<file path="config.mk">
export PLATFORM = sky130hd
export DESIGN_NAME = ping_pong_marquee_scroller
export DESIGN_NICKNAME = d
export VERILOG_FILES = /design/src/ppms_pkg.sv /design/src/ping_pong_marquee_scroller.sv
export SDC_FILE = /design/constraint.sdc
export NUM_CORES = 1
export LEC_CHECK = 0
export BUFFER_PORTS_ARGS = -buffer_cell sky130_fd_sc_hd__buf_4
export CORE_MARGIN = 4
export CORE_UTILIZATION = 45
export CTS_BUF_LIST = sky130_fd_sc_hd__clkbuf_16
export DETAILED_ROUTE_END_ITERATION = 12
export PLACE_DENSITY = 0.67
export SETUP_SLACK_MARGIN = 0.3
export SLEW_MARGIN = 25
export SYNTH_ARGS = -nofsm -noshare
export SYNTH_HDL_FRONTEND = slang
export SYNTH_SLANG_ARGS = --single-unit
</file>
<file path="constraint.sdc">
create_clock -name clk_i -period 7.6 [get_ports clk_i]
set_input_delay 1.14 -clock clk_i [delete_from_list [all_inputs] [get_ports clk_i]]
set_output_delay 1.14 -clock clk_i [all_outputs]
set_load 0.1 [all_outputs]
</file>
<file path="src/ppms_pkg.sv">
// Shared constants for the ping-pong marquee scroller.
package ppms_pkg;

  // Default pixel coordinate width.
  localparam int unsigned PixelBitsDef = 12;

  // Fixed field widths of the stream items and registers.
  localparam int unsigned AreaW   = 12;
  localparam int unsigned PeriodW = 16;
  localparam int unsigned GlyphW  = 6;
  localparam int unsigned TimeW   = 32;
  localparam int unsigned TextW   = 12;
  localparam int unsigned PosW    = 13;
  localparam int unsigned FirstW  = 12;
  localparam int unsigned CountW  = 13;
  localparam int unsigned DrawXW  = 7;
  localparam int unsigned CfgIdxW = 2;
  localparam int unsigned CfgW    = 16;
  localparam int unsigned InDataW  = 48;
  localparam int unsigned OutDataW = 48;

  // Configuration register indexes.
  localparam logic [CfgIdxW-1:0] RegAreaWidth = 2'd0;
  localparam logic [CfgIdxW-1:0] RegStepPeriod = 2'd1;
  localparam logic [CfgIdxW-1:0] RegPause = 2'd2;
  localparam logic [CfgIdxW-1:0] RegGlyphWidth = 2'd3;

  // Register reset values.
  localparam logic [AreaW-1:0]   AreaReset   = 12'd128;
  localparam logic [PeriodW-1:0] PeriodReset = 16'd50;
  localparam logic [PeriodW-1:0] PauseReset  = 16'd1000;
  localparam logic [GlyphW-1:0]  GlyphReset  = 6'd8;

  // Request kinds carried in tuser.
  localparam logic ReqRender = 1'b0;
  localparam logic ReqReset  = 1'b1;

endpackage

</file>
<file path="src/ping_pong_marquee_scroller.sv">
// Top level of the ping-pong marquee scroller with its shared serial divider.
//
//   Channel   Dir  Handshake                   Payload
//   s_axis    in   s_axis_tvalid_i/tready_o    tuser: req_type; tdata: request
//   m_axis    out  m_axis_tvalid_o/tready_i    tdata: one result per request
//   cfg       in   cfg_we_i (no wait)          cfg_idx_i, cfg_wdata_i
//
// A reset request, static text or a render without a redraw goes from ST_EVAL
// straight to ST_DONE. A redraw after a scroll step passes through ST_STEP,
// ST_PREP, ST_DIV1 and ST_DIV2 before ST_DONE, and a forced redraw without a
// step or the opening timer event skips ST_STEP. In ST_DIV1 and ST_DIV2 the
// shared divider retires two quotient bits per cycle and runs twice, once for
// the first visible character and once for the character count. One item is
// in flight at a time; the input is ready again once the result sits in the
// output register, even while that result still waits for the downstream
// side. rst_ni clears the scroll state and loads the register defaults. No
// clearing pass is needed.
module ping_pong_marquee_scroller #(
  parameter int unsigned PIXEL_BITS = ppms_pkg::PixelBitsDef
) (
  input  logic                         clk_i,
  input  logic                         rst_ni,
  // Configuration write port.
  input  logic                         cfg_we_i,
  input  logic [ppms_pkg::CfgIdxW-1:0] cfg_idx_i,
  input  logic [ppms_pkg::CfgW-1:0]    cfg_wdata_i,
  // Request stream.
  input  logic                         s_axis_tvalid_i,
  output logic                         s_axis_tready_o,
  // tdata: now_ms[31:0], text_px[43:32], force_req[44], zero pad [47:45]
  input  logic [ppms_pkg::InDataW-1:0] s_axis_tdata_i,
  // tuser: req_type[0]
  input  logic                         s_axis_tuser_i,
  // Result stream.
  output logic                         m_axis_tvalid_o,
  input  logic                         m_axis_tready_i,
  // tdata: updated[0], draw[1], position[14:2], first_char[26:15],
  //        char_count[39:27], draw_x[46:40], zero pad [47]
  output logic [ppms_pkg::OutDataW-1:0] m_axis_tdata_o
);

  // Offset is signed and one bit wider than a pixel coordinate. The
  // divider dividend is that width rounded up to an even bit count.
  localparam int unsigned OfsW  = PIXEL_BITS + 1;
  localparam int unsigned SW    = PIXEL_BITS + 2;
  localparam int unsigned DivW  = 2 * ((PIXEL_BITS + 2) / 2);
  localparam int unsigned Iters = DivW / 2;
  localparam int unsigned CntW  = $clog2(Iters + 1);
  localparam int unsigned WideW = 19;
  localparam int unsigned DrawXW_L = ppms_pkg::DrawXW;

  typedef enum logic [2:0] {
    ST_IDLE,
    ST_EVAL,
    ST_STEP,
    ST_PREP,
    ST_DIV1,
    ST_DIV2,
    ST_DONE
  } state_e;

  state_e state_q, state_d;

  // Configuration registers.
  logic [ppms_pkg::AreaW-1:0]   area_q, area_d;
  logic [ppms_pkg::PeriodW-1:0] step_q, step_d;
  logic [ppms_pkg::PeriodW-1:0] pause_q, pause_d;
  logic [ppms_pkg::GlyphW-1:0]  glyph_q, glyph_d;

  // Scroll state.
  logic signed [OfsW-1:0]     offset_q, offset_d;
  logic                       ml_q, ml_d;
  logic [ppms_pkg::TimeW-1:0] next_q, next_d;
  logic                       started_q, started_d;

  // Latched request.
  logic                       req_q, req_d;
  logic [ppms_pkg::TimeW-1:0] now_q, now_d;
  logic [PIXEL_BITS-1:0]      tw_q, tw_d;
  logic                       force_q, force_d;

  // Result flags and divider state.
  logic                       upd_q, upd_d;
  logic                       drw_q, drw_d;
  logic                       fields_q, fields_d;
  logic [5:0]                 rem_q, rem_d;
  logic [DivW-1:0]            quo_q, quo_d;
  logic [CntW-1:0]            cnt_q, cnt_d;
  logic [DivW-1:0]            first_q, first_d;
  logic [5:0]                 r1_q, r1_d;
  logic [DivW:0]              count_q, count_d;

  // Output register.
  logic                          oval_q, oval_d;
  logic [ppms_pkg::OutDataW-1:0] odata_q, odata_d;

  // Helpers.
  logic [16:0]                aw_wide, tw_wide;
  logic [PIXEL_BITS-1:0]      aw_p, tw_in;
  logic [ppms_pkg::GlyphW-1:0] cw;
  logic [ppms_pkg::TimeW-1:0] due, now_pause;
  logic                       hit;
  logic signed [SW-1:0]       pos_e, lim_s, pm_s, pp_s;
  logic [OfsW-1:0]            mag;
  logic [6:0]                 ps;
  logic [5:0]                 dr;
  logic [DivW-1:0]            dq;
  logic [WideW-1:0]           pos_w, first_w, count_w;
  logic [DrawXW_L-1:0]        dx;

  assign aw_wide = 17'(area_q);
  assign tw_wide = 17'(s_axis_tdata_i[43:32]);
  assign aw_p    = aw_wide[PIXEL_BITS-1:0];
  assign tw_in   = tw_wide[PIXEL_BITS-1:0];
  assign cw      = (glyph_q == '0) ? ppms_pkg::GlyphW'(1) : glyph_q;

  // Timer compare with 32-bit wraparound, as a plain unsigned compare.
  assign due       = next_q + 32'(step_q);
  assign hit       = now_q > due;
  assign now_pause = now_q + 32'(pause_q);

  // Scroll step arithmetic.
  assign pos_e = SW'(offset_q);
  assign lim_s = signed'(SW'(aw_p)) - signed'(SW'(tw_q));
  assign pm_s  = pos_e - SW'(1);
  assign pp_s  = pos_e + SW'(1);
  assign mag   = offset_q[OfsW-1] ? OfsW'(-offset_q) : '0;

  // Shared divider: two restoring steps per cycle.
  always_comb begin
    dr = rem_q;
    dq = quo_q;
    ps = '0;
    for (int k = 0; k < 2; k++) begin
      ps = {dr, dq[DivW-1]};
      dq = {dq[DivW-2:0], 1'b0};
      if (ps >= {1'b0, cw}) begin
        ps    = ps - {1'b0, cw};
        dq[0] = 1'b1;
      end
      dr = ps[5:0];
    end
  end

  // Result fields; the draw offset is minus the first division's remainder.
  assign pos_w   = WideW'(offset_q);
  assign first_w = WideW'(first_q);
  assign count_w = WideW'(count_q);
  assign dx      = DrawXW_L'(-{1'b0, r1_q});

  assign s_axis_tready_o = (state_q == ST_IDLE);
  assign m_axis_tvalid_o = oval_q;
  assign m_axis_tdata_o  = odata_q;

  always_comb begin
    state_d   = state_q;
    area_d    = area_q;
    step_d    = step_q;
    pause_d   = pause_q;
    glyph_d   = glyph_q;
    offset_d  = offset_q;
    ml_d      = ml_q;
    next_d    = next_q;
    started_d = started_q;
    req_d     = req_q;
    now_d     = now_q;
    tw_d      = tw_q;
    force_d   = force_q;
    upd_d     = upd_q;
    drw_d     = drw_q;
    fields_d  = fields_q;
    rem_d     = rem_q;
    quo_d     = quo_q;
    cnt_d     = cnt_q;
    first_d   = first_q;
    r1_d      = r1_q;
    count_d   = count_q;
    oval_d    = oval_q;
    odata_d   = odata_q;

    if (cfg_we_i) begin
      case (cfg_idx_i)
        ppms_pkg::RegAreaWidth:  area_d  = cfg_wdata_i[ppms_pkg::AreaW-1:0];
        ppms_pkg::RegStepPeriod: step_d  = cfg_wdata_i;
        ppms_pkg::RegPause:      pause_d = cfg_wdata_i;
        ppms_pkg::RegGlyphWidth: glyph_d = cfg_wdata_i[ppms_pkg::GlyphW-1:0];
        default: ;
      endcase
    end

    if (oval_q && m_axis_tready_i) begin
      oval_d = 1'b0;
    end

    case (state_q)
      ST_IDLE: begin
        if (s_axis_tvalid_i) begin
          req_d   = s_axis_tuser_i;
          now_d   = s_axis_tdata_i[31:0];
          tw_d    = tw_in;
          force_d = s_axis_tdata_i[44];
          state_d = ST_EVAL;
        end
      end
      ST_EVAL: begin
        upd_d    = 1'b0;
        drw_d    = 1'b0;
        fields_d = 1'b0;
        if (req_q == ppms_pkg::ReqReset) begin
          offset_d  = '0;
          ml_d      = 1'b1;
          next_d    = now_q;
          started_d = 1'b0;
          state_d   = ST_DONE;
        end else if (tw_q <= aw_p) begin
          // Static text is shown once; the direction flag marks it shown.
          if (ml_q) begin
            ml_d  = 1'b0;
            upd_d = 1'b1;
            drw_d = 1'b1;
          end
          state_d = ST_DONE;
        end else begin
          drw_d    = force_q | hit;
          fields_d = force_q | hit;
          if (hit) begin
            upd_d  = 1'b1;
            next_d = now_q;
            if (!started_q) begin
              started_d = 1'b1;
              next_d    = now_pause;
            end
          end
          if (hit && started_q) begin
            state_d = ST_STEP;
          end else if (force_q || hit) begin
            state_d = ST_PREP;
          end else begin
            state_d = ST_DONE;
          end
        end
      end
      ST_STEP: begin
        if (ml_q) begin
          if (pm_s <= lim_s) begin
            offset_d = OfsW'(lim_s);
            next_d   = now_pause;
            ml_d     = 1'b0;
          end else begin
            offset_d = OfsW'(pm_s);
          end
        end else begin
          if (pp_s >= 0) begin
            offset_d = '0;
            next_d   = now_pause;
            ml_d     = 1'b1;
          end else begin
            offset_d = OfsW'(pp_s);
          end
        end
        state_d = ST_PREP;
      end
      ST_PREP: begin
        quo_d   = DivW'(mag);
        rem_d   = '0;
        cnt_d   = CntW'(Iters);
        state_d = ST_DIV1;
      end
      ST_DIV1: begin
        quo_d = dq;
        rem_d = dr;
        cnt_d = cnt_q - CntW'(1);
        if (cnt_q == CntW'(1)) begin
          first_d = dq;
          r1_d    = dr;
          // Count = first + (area + remainder) / glyph + 1.
          quo_d   = DivW'({1'b0, aw_p} + OfsW'(dr));
          rem_d   = '0;
          cnt_d   = CntW'(Iters);
          state_d = ST_DIV2;
        end
      end
      ST_DIV2: begin
        quo_d = dq;
        rem_d = dr;
        cnt_d = cnt_q - CntW'(1);
        if (cnt_q == CntW'(1)) begin
          count_d = (DivW + 1)'(first_q) + (DivW + 1)'(dq) + (DivW + 1)'(1);
          state_d = ST_DONE;
        end
      end
      ST_DONE: begin
        if (!oval_q || m_axis_tready_i) begin
          oval_d  = 1'b1;
          odata_d = '0;
          odata_d[0] = upd_q;
          odata_d[1] = drw_q;
          if (fields_q) begin
            odata_d[14:2]  = pos_w[ppms_pkg::PosW-1:0];
            odata_d[26:15] = first_w[ppms_pkg::FirstW-1:0];
            odata_d[39:27] = count_w[ppms_pkg::CountW-1:0];
            odata_d[46:40] = dx;
          end
          state_d = ST_IDLE;
        end
      end
      default: state_d = ST_IDLE;
    endcase
  end

  always_ff @(posedge clk_i or negedge rst_ni) begin
    if (!rst_ni) begin
      state_q   <= ST_IDLE;
      area_q    <= ppms_pkg::AreaReset;
      step_q    <= ppms_pkg::PeriodReset;
      pause_q   <= ppms_pkg::PauseReset;
      glyph_q   <= ppms_pkg::GlyphReset;
      offset_q  <= '0;
      ml_q      <= 1'b1;
      next_q    <= '0;
      started_q <= 1'b0;
      cnt_q     <= '0;
      oval_q    <= 1'b0;
      odata_q   <= '0;
    end else begin
      state_q   <= state_d;
      area_q    <= area_d;
      step_q    <= step_d;
      pause_q   <= pause_d;
      glyph_q   <= glyph_d;
      offset_q  <= offset_d;
      ml_q      <= ml_d;
      next_q    <= next_d;
      started_q <= started_d;
      cnt_q     <= cnt_d;
      oval_q    <= oval_d;
      odata_q   <= odata_d;
    end
  end

  // Payload registers carry no reset.
  always_ff @(posedge clk_i) begin
    req_q    <= req_d;
    now_q    <= now_d;
    tw_q     <= tw_d;
    force_q  <= force_d;
    upd_q    <= upd_d;
    drw_q    <= drw_d;
    fields_q <= fields_d;
    rem_q    <= rem_d;
    quo_q    <= quo_d;
    first_q  <= first_d;
    r1_q     <= r1_d;
    count_q  <= count_d;
  end

endmodule

</file>
==> impl_summary.md <==
Synth
Yosys mapped the design onto 78 distinct sky130hd cell types. Of all flip-flops after synthesis, the portion carrying an async set or reset was 0.599. The main flop type after synthesis is dfrtp_1. Yosys printed 0 warnings.

Counting flops with a built-in enable in the synthesized netlist gives 101. The fraction of post-synthesis cell area in the top cell type by area is 0.227. The synthesized design spends more area on one cell type than any other, namely dfrtp_1. In the post-synthesis netlist, the biggest area contributors are dfrtp_1 (23%), edfxtp_1 (20%), ha_1 (10%). Synthesis inferred 252 register bits. The number of nets produced by synthesis is 1675. The share of the Yosys chip area taken by registers is 0.445. The post-synthesis instance area is 15300 um2. The cell count after synthesis came out at 1471.

The average instance area after synthesis is 10.4 um2.

Global routing
The via count of the first global-routing pass is 11100. In the global route stage, met3 resource usage came out at 0.0237. The met2 routing resource usage after global routing is 0.322. met2 is the most crowded layer. The first global-routing pass estimated 57500 um of wire. The largest net degree at the start of global routing is 83.

The overall routing resource usage is 0.191. The number of antenna violations at the first check in global routing is 0. The global routing usage on met1 is 0.263. Global routing finished with a remaining overflow of 0.

Layout
The number of antenna diodes is 0. Of the cells placed in the final design, the portion with a size suffix greater than 1 is 0.182. The final layout contains 1788 nets.

Compared with the post-synthesis result, the final layout area differs by 14.8%. The final design instance area without fill is 17600 um2.

Clocking
Post-CTS timing repair inserted 0 buffers for setup. The number of buffers created by CTS is 29. After clock tree synthesis, the clock-pin slew on the worst setup and hold paths is 0.06 ns. The TritonCTS clock tree is built. The maximum number of buffers from clock root to sink is 3. The root buffer cell is clkbuf_16. The number of cells upsized or downsized after cts is 0. The number of hold buffers added after CTS was 0. In this run the number of H-tree levels came out at 1. At the later pin of the worst-skew pair, clock insertion delay measures 0.56 ns. The clock drives 252 sinks.

Place
The detailed placer's ending HPWL is 27000 um. The placed instances occupy a cell area of 16600 um2. During placement, the flow inserted port buffers numbering 117. At the placement stage, the worst setup path has a slack of 0.974 ns. At the end of routability-driven placement, the weighted congestion stood at 0.913.

Routing
For this block, the initial DRC count from the detailed router was 487. Dividing the detail-routed via count by the number of cells gives 5.45. In the final routed layout, each cell accounts on average for 17.2 um. The total via count in the routed design is 11200. Before antenna repair, the detailed router went through 5 iterations. The post-detailed-route count of antenna-violating nets is 0. The number of remaining DRC errors is 0. The final wirelength is 35300 um.

Setup path
The kind of start point of the critical path is a register. The critical path class is register to register. Along the worst path, the maximum fanout reaches 9. The reg-to-reg setup timing slack is 1.02 ns. The critical path arrival is 6.86 ns. The endpoint type of the worst setup path is a register. The required time reported for the critical path endpoint is 7.88 ns.

STA
The tightest hold path in the finished design has a slack of 0.444 ns. The worst pin sits at a relative slew slack of 0.339. Setup repair after global routing left no endpoint under its margin. For the final database, setup skew stands at 0.0191 ns. Of the available clock period, the critical path in the final layout requires 0.866. Setup violations remaining at the end of the flow were counted as 0. Counting I/O delays and the setup requirement, the final critical path takes 6.58 ns. The number of hold-slack violations in the final timing report is 0. The final max-slew violation count is 0. The actual transition at the worst max-transition pin is 0.988 ns. Derived from the worst setup path, the maximum achievable clock frequency is 0.152 GHz. The worst path meets setup with 1.02 ns of slack. After routing, the total negative slack on setup checks comes to 0 ns.

Floorplanning
After floorplanning, the core was divided into 67 placement rows. In this run the count of I/O pins placed on the die edge is 122. The die covers 37100 um2. The die is 193 um wide.

The effective utilization at floorplan is 0.457. The area of the core is 33600 um2. The height of the chip is 193 um.

Worst hold path
The worst hold path belongs to the class register to register.

Flow run
The max-capacitance violation count is 0.

Outcome
The flow ran to the end, and the final reports show no timing, DRC or antenna violations.
-- layer usage --
layer / share of wire / up-vias
met5: 0 / -
met4: 0.021 / 0
met3: 0.046 / 53
met2: 0.47 / 240
met1: 0.46 / 5375
li1: - / 5530
-- sequential cells by signal, indices dropped and copies added, names as in the netlist, 3 cells and up --
register        cells
state_q             3
next_q             32
tw_q               12
quo_q              14
pause_q            16
count_q            13
offset_q           13
r1_q                6
now_q              32
cnt_q               3
step_q             16
glyph_q             6
rem_q               6
m_axis_tdata_o     47
first_q            13
area_q             12
-- critical path, stage by stage (launching register included) --
cell	delay (ns)
dfrtp_1	0.44
nor3_1	0.21
a31o_2	0.19
ha_1	0.16
nor2b_1	0.05
o21a_1	0.18
o21a_1	0.19
o31a_1	0.27
nor2_2	0.39
mux2_2	0.43
inv_1	0.07
ha_1	0.23
nor2b_1	0.13
o21ai_0	0.23
a21oi_1	0.13
o21ai_0	0.22
nand3b_1	0.16
a211oi_4	0.55
mux2i_1	0.48
ha_1	0.32
a21o_1	0.16
a21oi_1	0.23
o21bai_1	0.10
a21o_1	0.20
a21oi_1	0.23
nor2_1	0.09
xnor2_1	0.14
o221ai_1	0.13
-- area by class of cell --
class / count / area, um2
multi-input cells: 1099 / 8030
fillers: 3048 / 16000
repair buffers: 128 / 977
inverters: 74 / 278
clock inverters: 23 / 171
well taps: 448 / 561
flip-flops and latches: 252 / 6830
clock buffers: 31 / 776
-- synthesized netlist by cell type (all sizes together) (15+ instances only) --
cell	n
a21o	26
o21a	19
clkbuf	39
o21ai	69
nor2	74
inv	74
nor3	22
mux2	88
and3	18
nand2b	16
nand2	186
dfrtp	139
xnor2	64
a21oi	82
o221ai	15
edfxtp	101
nor2b	17
nand3	73
xor2	40
ha	125
nand4	18
-- cell families after synthesis --
group | Yosys count | share of synthesized area
xor+xnor | 104 | 0.0594
simple gates | 474 | 0.148
compound gates | 295 | 0.128
other cells | 1 | 0.000244
fa+ha+maj | 132 | 0.111
buf+inv | 120 | 0.0333
mux | 93 | 0.0752
flops | 252 | 0.445
-- stage by stage --
step,std cells,util
3_3_place_gp,2000,0.495
6_report,2055,0.524
3_5_place_dp,2000,0.495
5_1_grt,2055,0.524
2_1_floorplan,1471,-
4_1_cts,2054,0.523
-- final timing paths --
kind	from	end	depth (start not counted)
max	glyph_q[4]$_DFFE_PN0P_	quo_q[11]$_DFFE_PN_	27
min	drw_q$_SDFFCE_PP0P_	m_axis_tdata_o[1]$_DFFE_PN0P_	2
max reg2reg	glyph_q[4]$_DFFE_PN0P_	quo_q[11]$_DFFE_PN_	27
min reg2reg	drw_q$_SDFFCE_PP0P_	m_axis_tdata_o[1]$_DFFE_PN0P_	2
max in group asynchronous	rst_ni	pause_q[9]$_DFFE_PN1P_	3
min in group asynchronous	rst_ni	m_axis_tdata_o[18]$_DFFE_PN0P_	1
-- cells in the final DEF (no fill, tap or decap), types with 17 or more instances in the layout --
cell type | Yosys | final
buf_4 | 1 | 126
inv_1 | 74 | 84
a21oi_1 | 81 | 81
dfrtp_1 | 139 | 139
edfxtp_1 | 101 | 101
o21a_1 | 19 | 19
nand3_1 | 72 | 71
o21ai_0 | 66 | 66
mux2_4 | 30 | 30
xor2_1 | 40 | 40
nor2_1 | 73 | 73
nor2b_1 | 17 | 17
nand4_1 | 17 | 17
clkbuf_16 | 0 | 31
and3_1 | 17 | 17
xnor2_1 | 64 | 64
nand2_1 | 186 | 186
nor3_1 | 22 | 22
mux2_2 | 58 | 58
ha_1 | 125 | 125
a21o_1 | 26 | 26
Power is not shown: default switching activity piles up to over one toggle a cycle in this logic, so the estimate is an artifact.
